==> src/sv/pkot_pkg.sv <==
`timescale 1ns / 1ps
// Package: table geometry, item codes, controller states and command/status structs.
package pkot_pkg;

	localparam int ENTRIES = 256;
	localparam int IDX_W   = (ENTRIES > 1) ? $clog2(ENTRIES) : 1;
	localparam int KEY_W   = 8;
	localparam int VAL_W   = 8;
	localparam int KIND_W  = 2;
	localparam int ENTRY_W = 2 * KEY_W + VAL_W;

	localparam logic [IDX_W-1:0] LAST_IDX = IDX_W'(ENTRIES - 1);

	localparam logic [KIND_W-1:0] KIND_SET    = 2'd0;
	localparam logic [KIND_W-1:0] KIND_LOOKUP = 2'd1;
	localparam logic [KIND_W-1:0] KIND_CLEAR  = 2'd2;

	typedef enum logic [1:0] {
		ST_IDLE,
		ST_SCAN,
		ST_FINISH
	} state_t;

	typedef struct packed {
		logic start;
		logic finish;
	} ctl_cmd_t;

	typedef struct packed {
		logic scan_last;
		logic out_busy;
	} dp_stat_t;

endpackage

==> src/sv/pkot_ctrl.sv <==
`timescale 1ns / 1ps
// Controller: sequences accept, table scan and result load.
module pkot_ctrl (
	input  logic                    clk,
	input  logic                    arst_n,
	input  logic                    req_valid,
	input  logic [pkot_pkg::KIND_W-1:0] req_kind,
	output logic                    ready,
	input  pkot_pkg::dp_stat_t      stat,
	output pkot_pkg::ctl_cmd_t      cmd
);
	import pkot_pkg::*;

	state_t state_q;
	state_t state_nxt;

	always_ff @(posedge clk or negedge arst_n) begin
		if (!arst_n) begin
			state_q <= ST_IDLE;
		end else begin
			state_q <= state_nxt;
		end
	end

	always_comb begin
		state_nxt = state_q;
		case (state_q)
			ST_IDLE: begin
				if (req_valid) begin
					// clear and unused codes need no scan
					if (req_kind inside {KIND_SET, KIND_LOOKUP}) begin
						state_nxt = ST_SCAN;
					end else begin
						state_nxt = ST_FINISH;
					end
				end
			end
			ST_SCAN: begin
				if (stat.scan_last) begin
					state_nxt = ST_FINISH;
				end
			end
			ST_FINISH: begin
				if (!stat.out_busy) begin
					state_nxt = ST_IDLE;
				end
			end
			default: state_nxt = ST_IDLE;
		endcase
	end

	always_comb begin
		ready      = (state_q == ST_IDLE);
		cmd.start  = (state_q == ST_IDLE) && req_valid;
		cmd.finish = (state_q == ST_FINISH) && !stat.out_busy;
	end
endmodule

==> config.mk <==
export PLATFORM = sky130hd
export DESIGN_NAME = pkot_ctrl
export DESIGN_NICKNAME = d
export VERILOG_FILES = /design/src/sv/pkot_pkg.sv /design/src/sv/pkot_ctrl.sv
export SDC_FILE = /design/constraint.sdc
export NUM_CORES = 1
export LEC_CHECK = 0
export ABC_AREA = 0
export BUFFER_PORTS_ARGS = -buffer_cell sky130_fd_sc_hd__buf_4
export CORE_AREA = 10 10 47 49
export DETAILED_ROUTE_END_ITERATION = 8
export DIE_AREA = 0 0 57 59
export GPL_ROUTABILITY_DRIVEN = 0
export GPL_TIMING_DRIVEN = 0
export PLACE_DENSITY_LB_ADDON = 0.15
export SYNTH_ARGS = -nofsm -noshare
export SYNTH_HDL_FRONTEND = slang
export SYNTH_SLANG_ARGS = --single-unit
export TNS_END_PERCENT = 30
==> constraint.sdc <==
create_clock -name clk -period 1.7 [get_ports clk]
set_input_delay 0.255 -clock clk [delete_from_list [all_inputs] [get_ports clk]]
set_output_delay 0.255 -clock clk [all_outputs]
set_load 0.005 [all_outputs]
==> impl_metrics.csv, run 1 <==
group,metric,value,unit
outcome,status,"finished, final reports clean",
clock_network,cts.sinks,2,
logic_synthesis,yosysSeqAreaShare,0.435,
final_layout,antennaDiodeCount,0,
die,ios,10,
clock_network,cts_hold_buf,1,
clock_network,cts_buffer_depth,2,
routing,wl_per_cell,10.4,microns
sta,slew_headroom,0.881,
logic_synthesis,synth_seq_cells,2,
sta,timing.final.ws_setup,0.431,ns
placed_design,dp.cells,36,
die,die_w,57,microns
final_layout,largest_register,"state_q",
grt,grt_pass1_vias,131,
final_layout,layout.nets,33,
worst_setup_path,path_class,"flop to output pin",
logic_synthesis,synth_area_leaders,"dfrtp_1 (43%), a21oi_1 (8.7%), or3b_1 (7.6%), a22oi_1 (6.5%), nand3b_1 (6.5%)",
logic_synthesis,synthArstFlopShare,1.00,
clock_network,cts_tree,"built",
die,rows,14,
final_layout,largest_reg_flops,2,
routing,drt_iter0_markers,3,
routing,ant_nets,0,
final_layout,drive_above_1_share,0.458,
grt,overflow,0,
clock_network,ctsResizeCount,0,
min_path,hold_path_class,"primary input to flop",
logic_synthesis,yosys.cell_types.count,10,
power,ir_drop,0.411,mV
logic_synthesis,syn_nets,19,
clock_network,cts_setup_buffers,0,
worst_setup_path,crit_required,1.44,ns
logic_synthesis,syn_avg_cell_area,9.59,sq um
clock_network,insertion_delay,0.22,ns
clock_network,cts-root-buf,"clkbuf_4",
sta,skew,0.000772,ns
die,start_util,0.0821,
power,power_per_cell_area,1340,nW/um^2
worst_setup_path,worst_ep_arrival_time,1.01,ns
sta,worst_pin_slew,0.178,ns
logic_synthesis,ys.flop_type,"dfrtp_1",
final_layout,reg_top3,"state_q: 2 flops",
routing,vias_per_cell,3.30,
grt,track_usage,0.0285,
power,power.leakage,0.000105,uW
logic_synthesis,ys_top_cells_by_count,"a21oi_1 (2), dfrtp_1 (2)",
grt,grt_first_pass_wirelength,600,microns
sta,tns,0,ns
worst_setup_path,worstSetupStartpointType,"flop",
placed_design,preCtsSetupSlack,0.656,ns
final_layout,areaGrowthSynthToFinish,97.8,%
die,die_y,59,microns
worst_setup_path,crit_path_max_fanout,7,
grt,grt_max_degree,8,
die,core,1400,sq um
grt,antenna_found_initial,0,
logic_synthesis,synthCells,12,
logic_synthesis,synth_edf_count,0,
logic_synthesis,yosysTopAreaCell,"dfrtp_1",
job,cap_viol_max_count,0,
worst_setup_path,ff2ff_setup_slack,0.66,ns
sta,setup_viol,0,
logic_synthesis,synth_warnings,0,
placed_design,io_buffers,8,
clock_network,htree_levels,1,
routing,drc,0,
final_layout,stdcell_count,40,
sta,layout_min_cycle_time,1.27,ns
sta,timing.final.crit_share,0.747,
clock_network,clk_pin_slew,0.03,ns
sta,fmax,0.788,GHz
sta,hold_violations,0,
die,die_area,3360,sq um
sta,timing.final.max_slew_violations,0,
routing,num_vias,132,
sta,rsz0062_at_grt,"false",
final_layout,fin_util,0.163,
routing,dr.pass1.iters,2,
clock_network,numCtsBuffers,3,
logic_synthesis,yosys.area.top_type_share,0.435,
worst_setup_path,cp-end-kind,"output pin",
sta,hold_ws,0.304,ns
logic_synthesis,syn_area,115,sq um
routing,drt_wl_total,416,microns
per-stage QoR:
stage,cell area [sq um],power (uW)
3_3_place_gp,195,201
3_5_place_dp,195,200
5_1_grt,228,333
2_1_floorplan,115,135
6_report,228,305
4_1_cts,228,314
critical path: stages, from the launching register on:
cell and delay, ns:
dfrtp_1 0.42, nor2_1 0.13, and2_1 0.14, buf_4 0.10
area by class of cell:
type | count | area (sq um)
Clock buffer | 3 | 22.5
Sequential cell | 2 | 50.0
Multi-Input combinational cell | 10 | 65.1
Tap cell | 16 | 20.0
Fill cell | 172 | 1170
Timing Repair Buffer | 9 | 70.1
cells in the final DEF, fill, tap and decap left out:
master	synthesis	final
buf_4	0	8
or3b_1	1	1
nand2b_1	1	1
a21oi_1	2	2
nor2_1	1	1
nor3b_1	1	1
nand3b_1	1	1
or2b_1	1	1
dlygate4sd3_1	0	1
dfrtp_1	2	2
and2_1	1	1
clkbuf_4	0	3
a22oi_1	1	1
cells by family after synthesis:
kind of cell     Yosys count  synth area share
AND/OR/NAND/NOR            7             0.413
flip-flops                 2             0.435
AO/OA/AOI/OAI              3             0.152
worst paths after layout:
kind / startpoint / to / cells past startpoint
max in group asynchronous: arst_n / state_q[1] / 2
worst min-delay path: stat[1] / state_q[0] / 3
worst max register to register: state_q[0] / state_q[0] / 2
worst max-delay path: state_q[0] / cmd[1] / 3
min in group asynchronous: arst_n / state_q[0] / 2
worst min register to register: state_q[1] / state_q[0] / 1
routing by layer:
| metal | global-route usage | part of all wire |
|---|---|---|
| met5 | 0 | 0 |
| met4 | 0.0403 | 0.019 |
| met3 | 0.0429 | 0.18 |
| met2 | 0.0155 | 0.27 |
| met1 | 0.0284 | 0.53 |
power breakdown:
part | switching [uW] | total, uW | internal [uW]
sequential | 24.3 | 90.4 | 66.1
clock | 26.1 | 104 | 77.8
combinational | 38.3 | 110 | 71.8
total | 88.8 | 305 | 216
Note: power is estimated with default switching activity, not from simulation.
==> run 2, diff against run 1 <==
clock period = 1 ns   (was 1.7 ns; I/O delays follow)
==> run 2 against run 1 <==
The run now ends with setup timing left. Sequential power increased by 77%. Critical path depth unchanged. Register-to-register slack got worse by 0.69 ns. Setup slack got worse by 0.59 ns. Combinational power increased by 110%. Wire length increased by 2.4%. Clock skew about the same. Design area increased by 9.9%. Hold slack got worse by 0.11 ns. Clock power increased by 72%. Sequential share of layout area decreased by 1.5 points. Non-clock buffer count increased by 1. Critical path type unchanged. Largest cell class unchanged. Highest routed layer unchanged.
==> impl_metrics.csv, run 2 (same netlist as run 1, synthesis figures left out) <==
group,metric,value,unit
worst_setup_path,crit_required,0.85,ns
final_layout,largest_reg_flops,2,
die,die_y,59,microns
min_path,hold_path_class,"primary input to flop",
min_path,min_from,"stat[1]",
final_layout,areaGrowthSynthToFinish,117,%
clock_network,htree_levels,1,
power,ir_drop,0.765,mV
worst_setup_path,cp-end-kind,"output pin",
worst_setup_path,worst_ep_arrival_time,1.01,ns
clock_network,cts_buffer_depth,2,
sta,tns,-0.337,ns
clock_network,numCtsBuffers,3,
worst_setup_path,crit_path_max_fanout,6,
final_layout,final_cell_mix,"buf_4 (8), clkbuf_4 (3), a21oi_1 (2)",
sta,timing.final.crit_share,1.16,
sta,skew,0.000515,ns
grt,antenna_found_initial,0,
routing,drt_wl_total,426,microns
routing,wl_per_cell,10.4,microns
die,rows,14,
clock_network,clk_pin_slew,0.03,ns
worst_setup_path,slowest_stage,"dfrtp_2",
final_layout,drive_above_1_share,0.640,
worst_setup_path,reg2reg_depth,2,
routing,ant_nets,0,
grt,grt_max_degree,8,
placed_design,placed_area,195,sq um
grt,grt_first_pass_wirelength,600,microns
worst_setup_path,worstSetupStartpointType,"flop",
min_path,min_to,"state_q[0]",
final_layout,largest_register,"state_q",
final_layout,antennaDiodeCount,0,
final_layout,postLayoutCellArea,250,sq um
min_path,min_path_cells,3,
sta,rsz0062_at_grt,"true",
power,power.leakage,0.000114,uW
grt,overflow,0,
placed_design,io_buffers,8,
sta,fmax,0.860,GHz
sta,hold_violations,0,
routing,drc,0,
die,start_util,0.0821,
routing,dr.pass1.iters,4,
clock_network,cts_tree,"built",
routing,num_vias,143,
final_layout,reg_top3,"state_q: 2 flops",
final_layout,layout.nets,34,
clock_network,insertion_delay,0.22,ns
worst_setup_path,rr_startpoint,"state_q[0]",
clock_network,cts.sinks,2,
final_layout,layout_commonest_cell,"buf_4",
worst_setup_path,worstPathCellList,"nor2_2 -> and2_4 -> buf_6",
routing,drt_iter0_markers,4,
sta,worst_pin_slew,0.165,ns
worst_setup_path,path_class,"flop to output pin",
routing,vias_per_cell,3.49,
job,cap_viol_max_count,0,
outcome,violations,"setup timing",
sta,layout_min_cycle_time,1.16,ns
sta,timing.final.ws_setup,-0.162,ns
die,ios,10,
die,die_w,57,microns
worst_setup_path,cpPeakStageDelay,0.43,ns
worst_setup_path,ff2ff_setup_slack,-0.03,ns
sta,timing.final.max_slew_violations,0,
sta,setup_viol,4,
sta,slew_headroom,0.890,
power,power_per_cell_area,2280,nW/um^2
clock_network,cts-root-buf,"clkbuf_4",
die,die_area,3360,sq um
grt,track_usage,0.0285,
sta,hold_ws,0.198,ns
die,core,1400,sq um
worst_setup_path,rr_endpoint,"state_q[0]",
outcome,status,"finished, violations left",
grt,grt_pass1_vias,133,
power,fin_total_pwr,570,uW
## run 2: cell types whose count changed in the layout (fill, tap and decap cells not counted)
cell,before,now
and2_1,1,0
nor3b_1,1,0
nor2_1,1,0
buf_6,0,1
dfrtp_2,0,1
nor3b_2,0,1
nor2_2,0,1
and2_4,0,1
dfrtp_1,2,1
## run 2: critical path: cells and delay by family (launching register included)
family | cells | cell delay [ns]
flops | 1 | 0.43
simple gates | 2 | 0.28
buf+inv | 1 | 0.08
## run 2: what timing repair did
action	in CTS	in global routing
buffers inserted	0	1
endpoints found under the hold margin	2	0
pin swaps	1	3
gates resized for setup	0	5
hold buffers	1	0
setup endpoints to repair	4	4
## run 2: where the power goes
part / switching, uW / internal, uW
clock network: 46.1 / 132
registers: 45.5 / 114
logic: 74.2 / 157
## run 2: per-stage QoR
step / cells / utilization / setup WS (ns)
2_1_floorplan: 12 / - / 0.0358
3_3_place_gp: 36 / 0.139 / -0.0192
3_5_place_dp: 36 / 0.139 / -0.0443
4_1_cts: 40 / 0.163 / -0.186
5_1_grt: 41 / 0.179 / -0.216
6_report: 41 / 0.179 / -0.162
## run 2: per-layer routing
metal  global-route usage  wire length (microns)  up-vias
li1                     -                      -       69
met3               0.0429                     75        2
met4               0.0403                      8        0
met2               0.0155                    120        9
met1               0.0284                    222       63
met5                    0                      0        -
## run 2: layout make-up
class / instances / area, sq um
Fill cell: 174 / 1150
Timing Repair Buffer: 10 / 81.3
Multi-Input combinational cell: 10 / 75.1
Sequential cell: 2 / 51.3
Clock buffer: 3 / 22.5
Tap cell: 16 / 20.0
## run 2: worst max path at each step
stage | startpoint | end | slack [ns] | cells after the start
6_report | state_q[0] | cmd[1] | -0.16 | 3
5_1_grt | state_q[0] | cmd[1] | -0.22 | 3
4_1_cts | state_q[0] | cmd[1] | -0.19 | 3
3_5_place_dp | state_q[0] | state_q[0] | -0.04 | 2
3_3_place_gp | state_q[0] | state_q[0] | -0.02 | 2
2_1_floorplan | state_q[0] | state_q[0] | 0.04 | 2
==> run 3, diff against run 2 <==
ABC_AREA = 1   (was 0)
==> run 3 against run 2 <==
The run still ends with setup timing left. Count of clock-buffer cells in the layout is the same. Largest power group unchanged. Design area grew 9.5%. Non-clock buffer count grew 2. Register-to-register slack gained 0.10 ns. Synthesized area grew 12%. First-iteration DRC count grew to 2.5 times the previous value. Fmax grew 1.7%. Critical endpoint unchanged. Clock power shrank 3%. Clock skew grew 0.00090 ns.
==> impl_metrics.csv, run 3 <==
group,metric,value,unit
outcome,status,"finished, violations left",
outcome,violations,"setup timing",
routing,num_vias,184,
job,cap_viol_max_count,0,
logic_synthesis,synth_top_family_by_area,"simple AND/OR/NAND/NOR gates",
logic_synthesis,synth_area_leaders,"dfrtp_1 (39%), nand2_1 (17%), nand3_1 (12%), inv_1 (8.7%), inv_2 (5.8%)",
power,p_switching,243,uW
die,die_area,3360,sq um
grt,grt_max_degree,6,
final_layout,drive_above_1_share,0.528,
clock_network,htree_levels,1,
worst_setup_path,crit_required,0.85,ns
clock_network,numCtsBuffers,3,
worst_setup_path,cpLargestDelayFamily,"flip-flops",
clock_network,insertion_delay,0.22,ns
power,switching_share,0.356,
clock_network,cts-root-buf,"clkbuf_4",
sta,fmax,0.875,GHz
power,combPwrFrac,0.534,
final_layout,final_cell_mix,"buf_4 (11), nand2_1 (5), inv_1 (3), nand3_1 (3), clkbuf_4 (3)",
die,die_y,59,microns
routing,dr.pass1.iters,4,
clock_network,cts.sinks,2,
final_layout,layout.nets,45,
sta,slew_headroom,0.901,
logic_synthesis,yosysMostFrequentCell,"nand2_1",
sta,timing.final.max_slew_violations,0,
grt,grt_pass1_vias,183,
placed_design,dp.cells,45,
logic_synthesis,yosysSeqAreaShare,0.388,
die,die_w,57,microns
logic_synthesis,syn_area,129,sq um
power,p_int,440,uW
routing,ant_nets,0,
routing,drt_wl_total,456,microns
logic_synthesis,synth_xor_area_frac,0,
final_layout,stdcell_count,52,
sta,timing.final.crit_share,1.14,
die,ios,10,
worst_setup_path,worst_ep_arrival_time,0.99,ns
logic_synthesis,ys.flop_type,"dfrtp_1",
worst_setup_path,worstPathCellList,"inv_2 -> nand2_2 -> nor2_2 -> buf_4",
worst_setup_path,worstSetupStartpointType,"flop",
sta,layout_min_cycle_time,1.14,ns
placed_design,io_buffers,8,
routing,vias_per_cell,3.54,
grt,antenna_found_initial,0,
power,power.leakage,0.000153,uW
routing,drt_iter0_markers,10,
worst_setup_path,cp-end-kind,"output pin",
logic_synthesis,synth_mux_area_frac,0,
die,rows,14,
logic_synthesis,synthAdderAreaFrac,0,
logic_synthesis,yosysTopAreaCell,"dfrtp_1",
worst_setup_path,slowest_stage,"dfrtp_1",
sta,tns,-0.287,ns
logic_synthesis,synth-compound-area-share,0.0777,
power,ir_drop,0.842,mV
power,power.share.clock,0.255,
sta,rsz0062_at_grt,"true",
die,start_util,0.0920,
routing,wl_per_cell,8.77,microns
logic_synthesis,yosys.cell_types.count,9,
grt,grt_first_pass_wirelength,690,microns
worst_setup_path,crit_path_max_fanout,5,
placed_design,hpwl,340,microns
grt,track_usage,0.0268,
sta,skew,0.00141,ns
final_layout,reg_top3,"state_q: 2 flops",
sta,hold_violations,0,
logic_synthesis,synthArstFlopShare,1.00,
logic_synthesis,synth_seq_cells,2,
logic_synthesis,synth_edf_count,0,
clock_network,cts_buffer_depth,2,
clock_network,cts_tree,"built",
final_layout,layout_commonest_cell,"buf_4",
logic_synthesis,synthCells,21,
die,core,1400,sq um
final_layout,antennaDiodeCount,0,
worst_setup_path,cpPeakStageDelay,0.38,ns
power,p_seq_frac,0.212,
logic_synthesis,syn_avg_cell_area,6.14,sq um
final_layout,fin_util,0.196,
logic_synthesis,synth-simple-area-share,0.388,
grt,overflow,0,
final_layout,nFillCells,175,
routing,drc,0,
logic_synthesis,yosys.area.top_type_share,0.388,
worst_setup_path,cp.buffers_inverters,2,
worst_setup_path,path_class,"flop to output pin",
logic_synthesis,syn_nets,28,
final_layout,largest_register,"state_q",
sta,timing.final.ws_setup,-0.143,ns
clock_network,clk_pin_slew,0.03,ns
power,fin_total_pwr,683,uW
logic_synthesis,synth_warnings,0,
power,power_per_cell_area,2490,nW/um^2
final_layout,areaGrowthSynthToFinish,113,%
sta,worst_pin_slew,0.147,ns
logic_synthesis,ys_top_cells_by_count,"nand2_1 (6), inv_1 (3), nand3_1 (3)",
final_layout,largest_reg_flops,2,
min_path,hold_path_class,"primary input to flop",
sta,setup_viol,3,
## run 3: logic make-up after synthesis
logic type	Yosys count
buf+inv	5
flops	2
simple gates	12
compound gates	2
## run 3: per-stage QoR
step                      worst slack, ns  hold slack, ns  area, sq um
after floorplan                     0.181          -0.146          129
after global placement             0.0726         -0.0668          209
after detailed placement           0.0703         -0.0670          209
after CTS                          -0.118           0.202          259
after global routing               -0.189           0.221          274
final                              -0.143           0.210          274
## run 3: power groups by stage
| stage | Combinational (uW) | Clock (uW) | Sequential, uW |
|---|---|---|---|
| 6_report | 364 | 174 | 145 |
| 5_1_grt | 403 | 194 | 147 |
| 4_1_cts | 324 | 186 | 140 |
| 3_5_place_dp | 258 | 0 | 149 |
| 3_3_place_gp | 260 | 0 | 151 |
| 2_1_floorplan | 142 | 0 | 142 |
## run 3: cell type report
class                      count  area (sq um)  area share
tap                           16          20.0      0.0731
clock buffer                   3          22.5      0.0822
multi-input combinational     14          70.1       0.256
inverter                       5          18.8      0.0685
timing repair buffer          12          92.6       0.338
sequential                     2          50.0       0.183
## run 3: worst register-to-register path, delay by kind of cell (launching register included)
family                 cells  cell delay, ns
and+or+nand+nor            3            0.23
buffers and inverters      2            0.26
DFF                        1            0.38
## run 3: timing repair
| action | CTS | global route |
|---|---|---|
| gates resized for setup | 1 | 2 |
| setup buffers | 2 | 1 |
| setup endpoints to repair | 3 | 3 |
| pin swaps | 0 | 3 |
| hold buffers | 1 | 0 |
| endpoints found under the hold margin | 2 | 0 |
## run 3: layer usage
layer	wire length, microns	up-vias	share of wire	track usage
li1	-	96	-	-
met1	181	78	0.40	0.0308
met2	214	10	0.47	0.0295
met3	59	0	0.13	0.0172
met4	0	0	0	0.0302
met5	0	-	0	0
## run 3: worst paths after layout
check	cells after the start	slack, ns	start	to
min in group asynchronous	2	0.24	arst_n	state_q[1]
min reg2reg	3	0.59	state_q[1]	state_q[0]
max reg2reg	5	0.07	state_q[1]	state_q[0]
min	4	0.21	req_kind[1]	state_q[0]
max in group asynchronous	2	0.67	arst_n	state_q[0]
max	4	-0.14	state_q[1]	cmd[1]
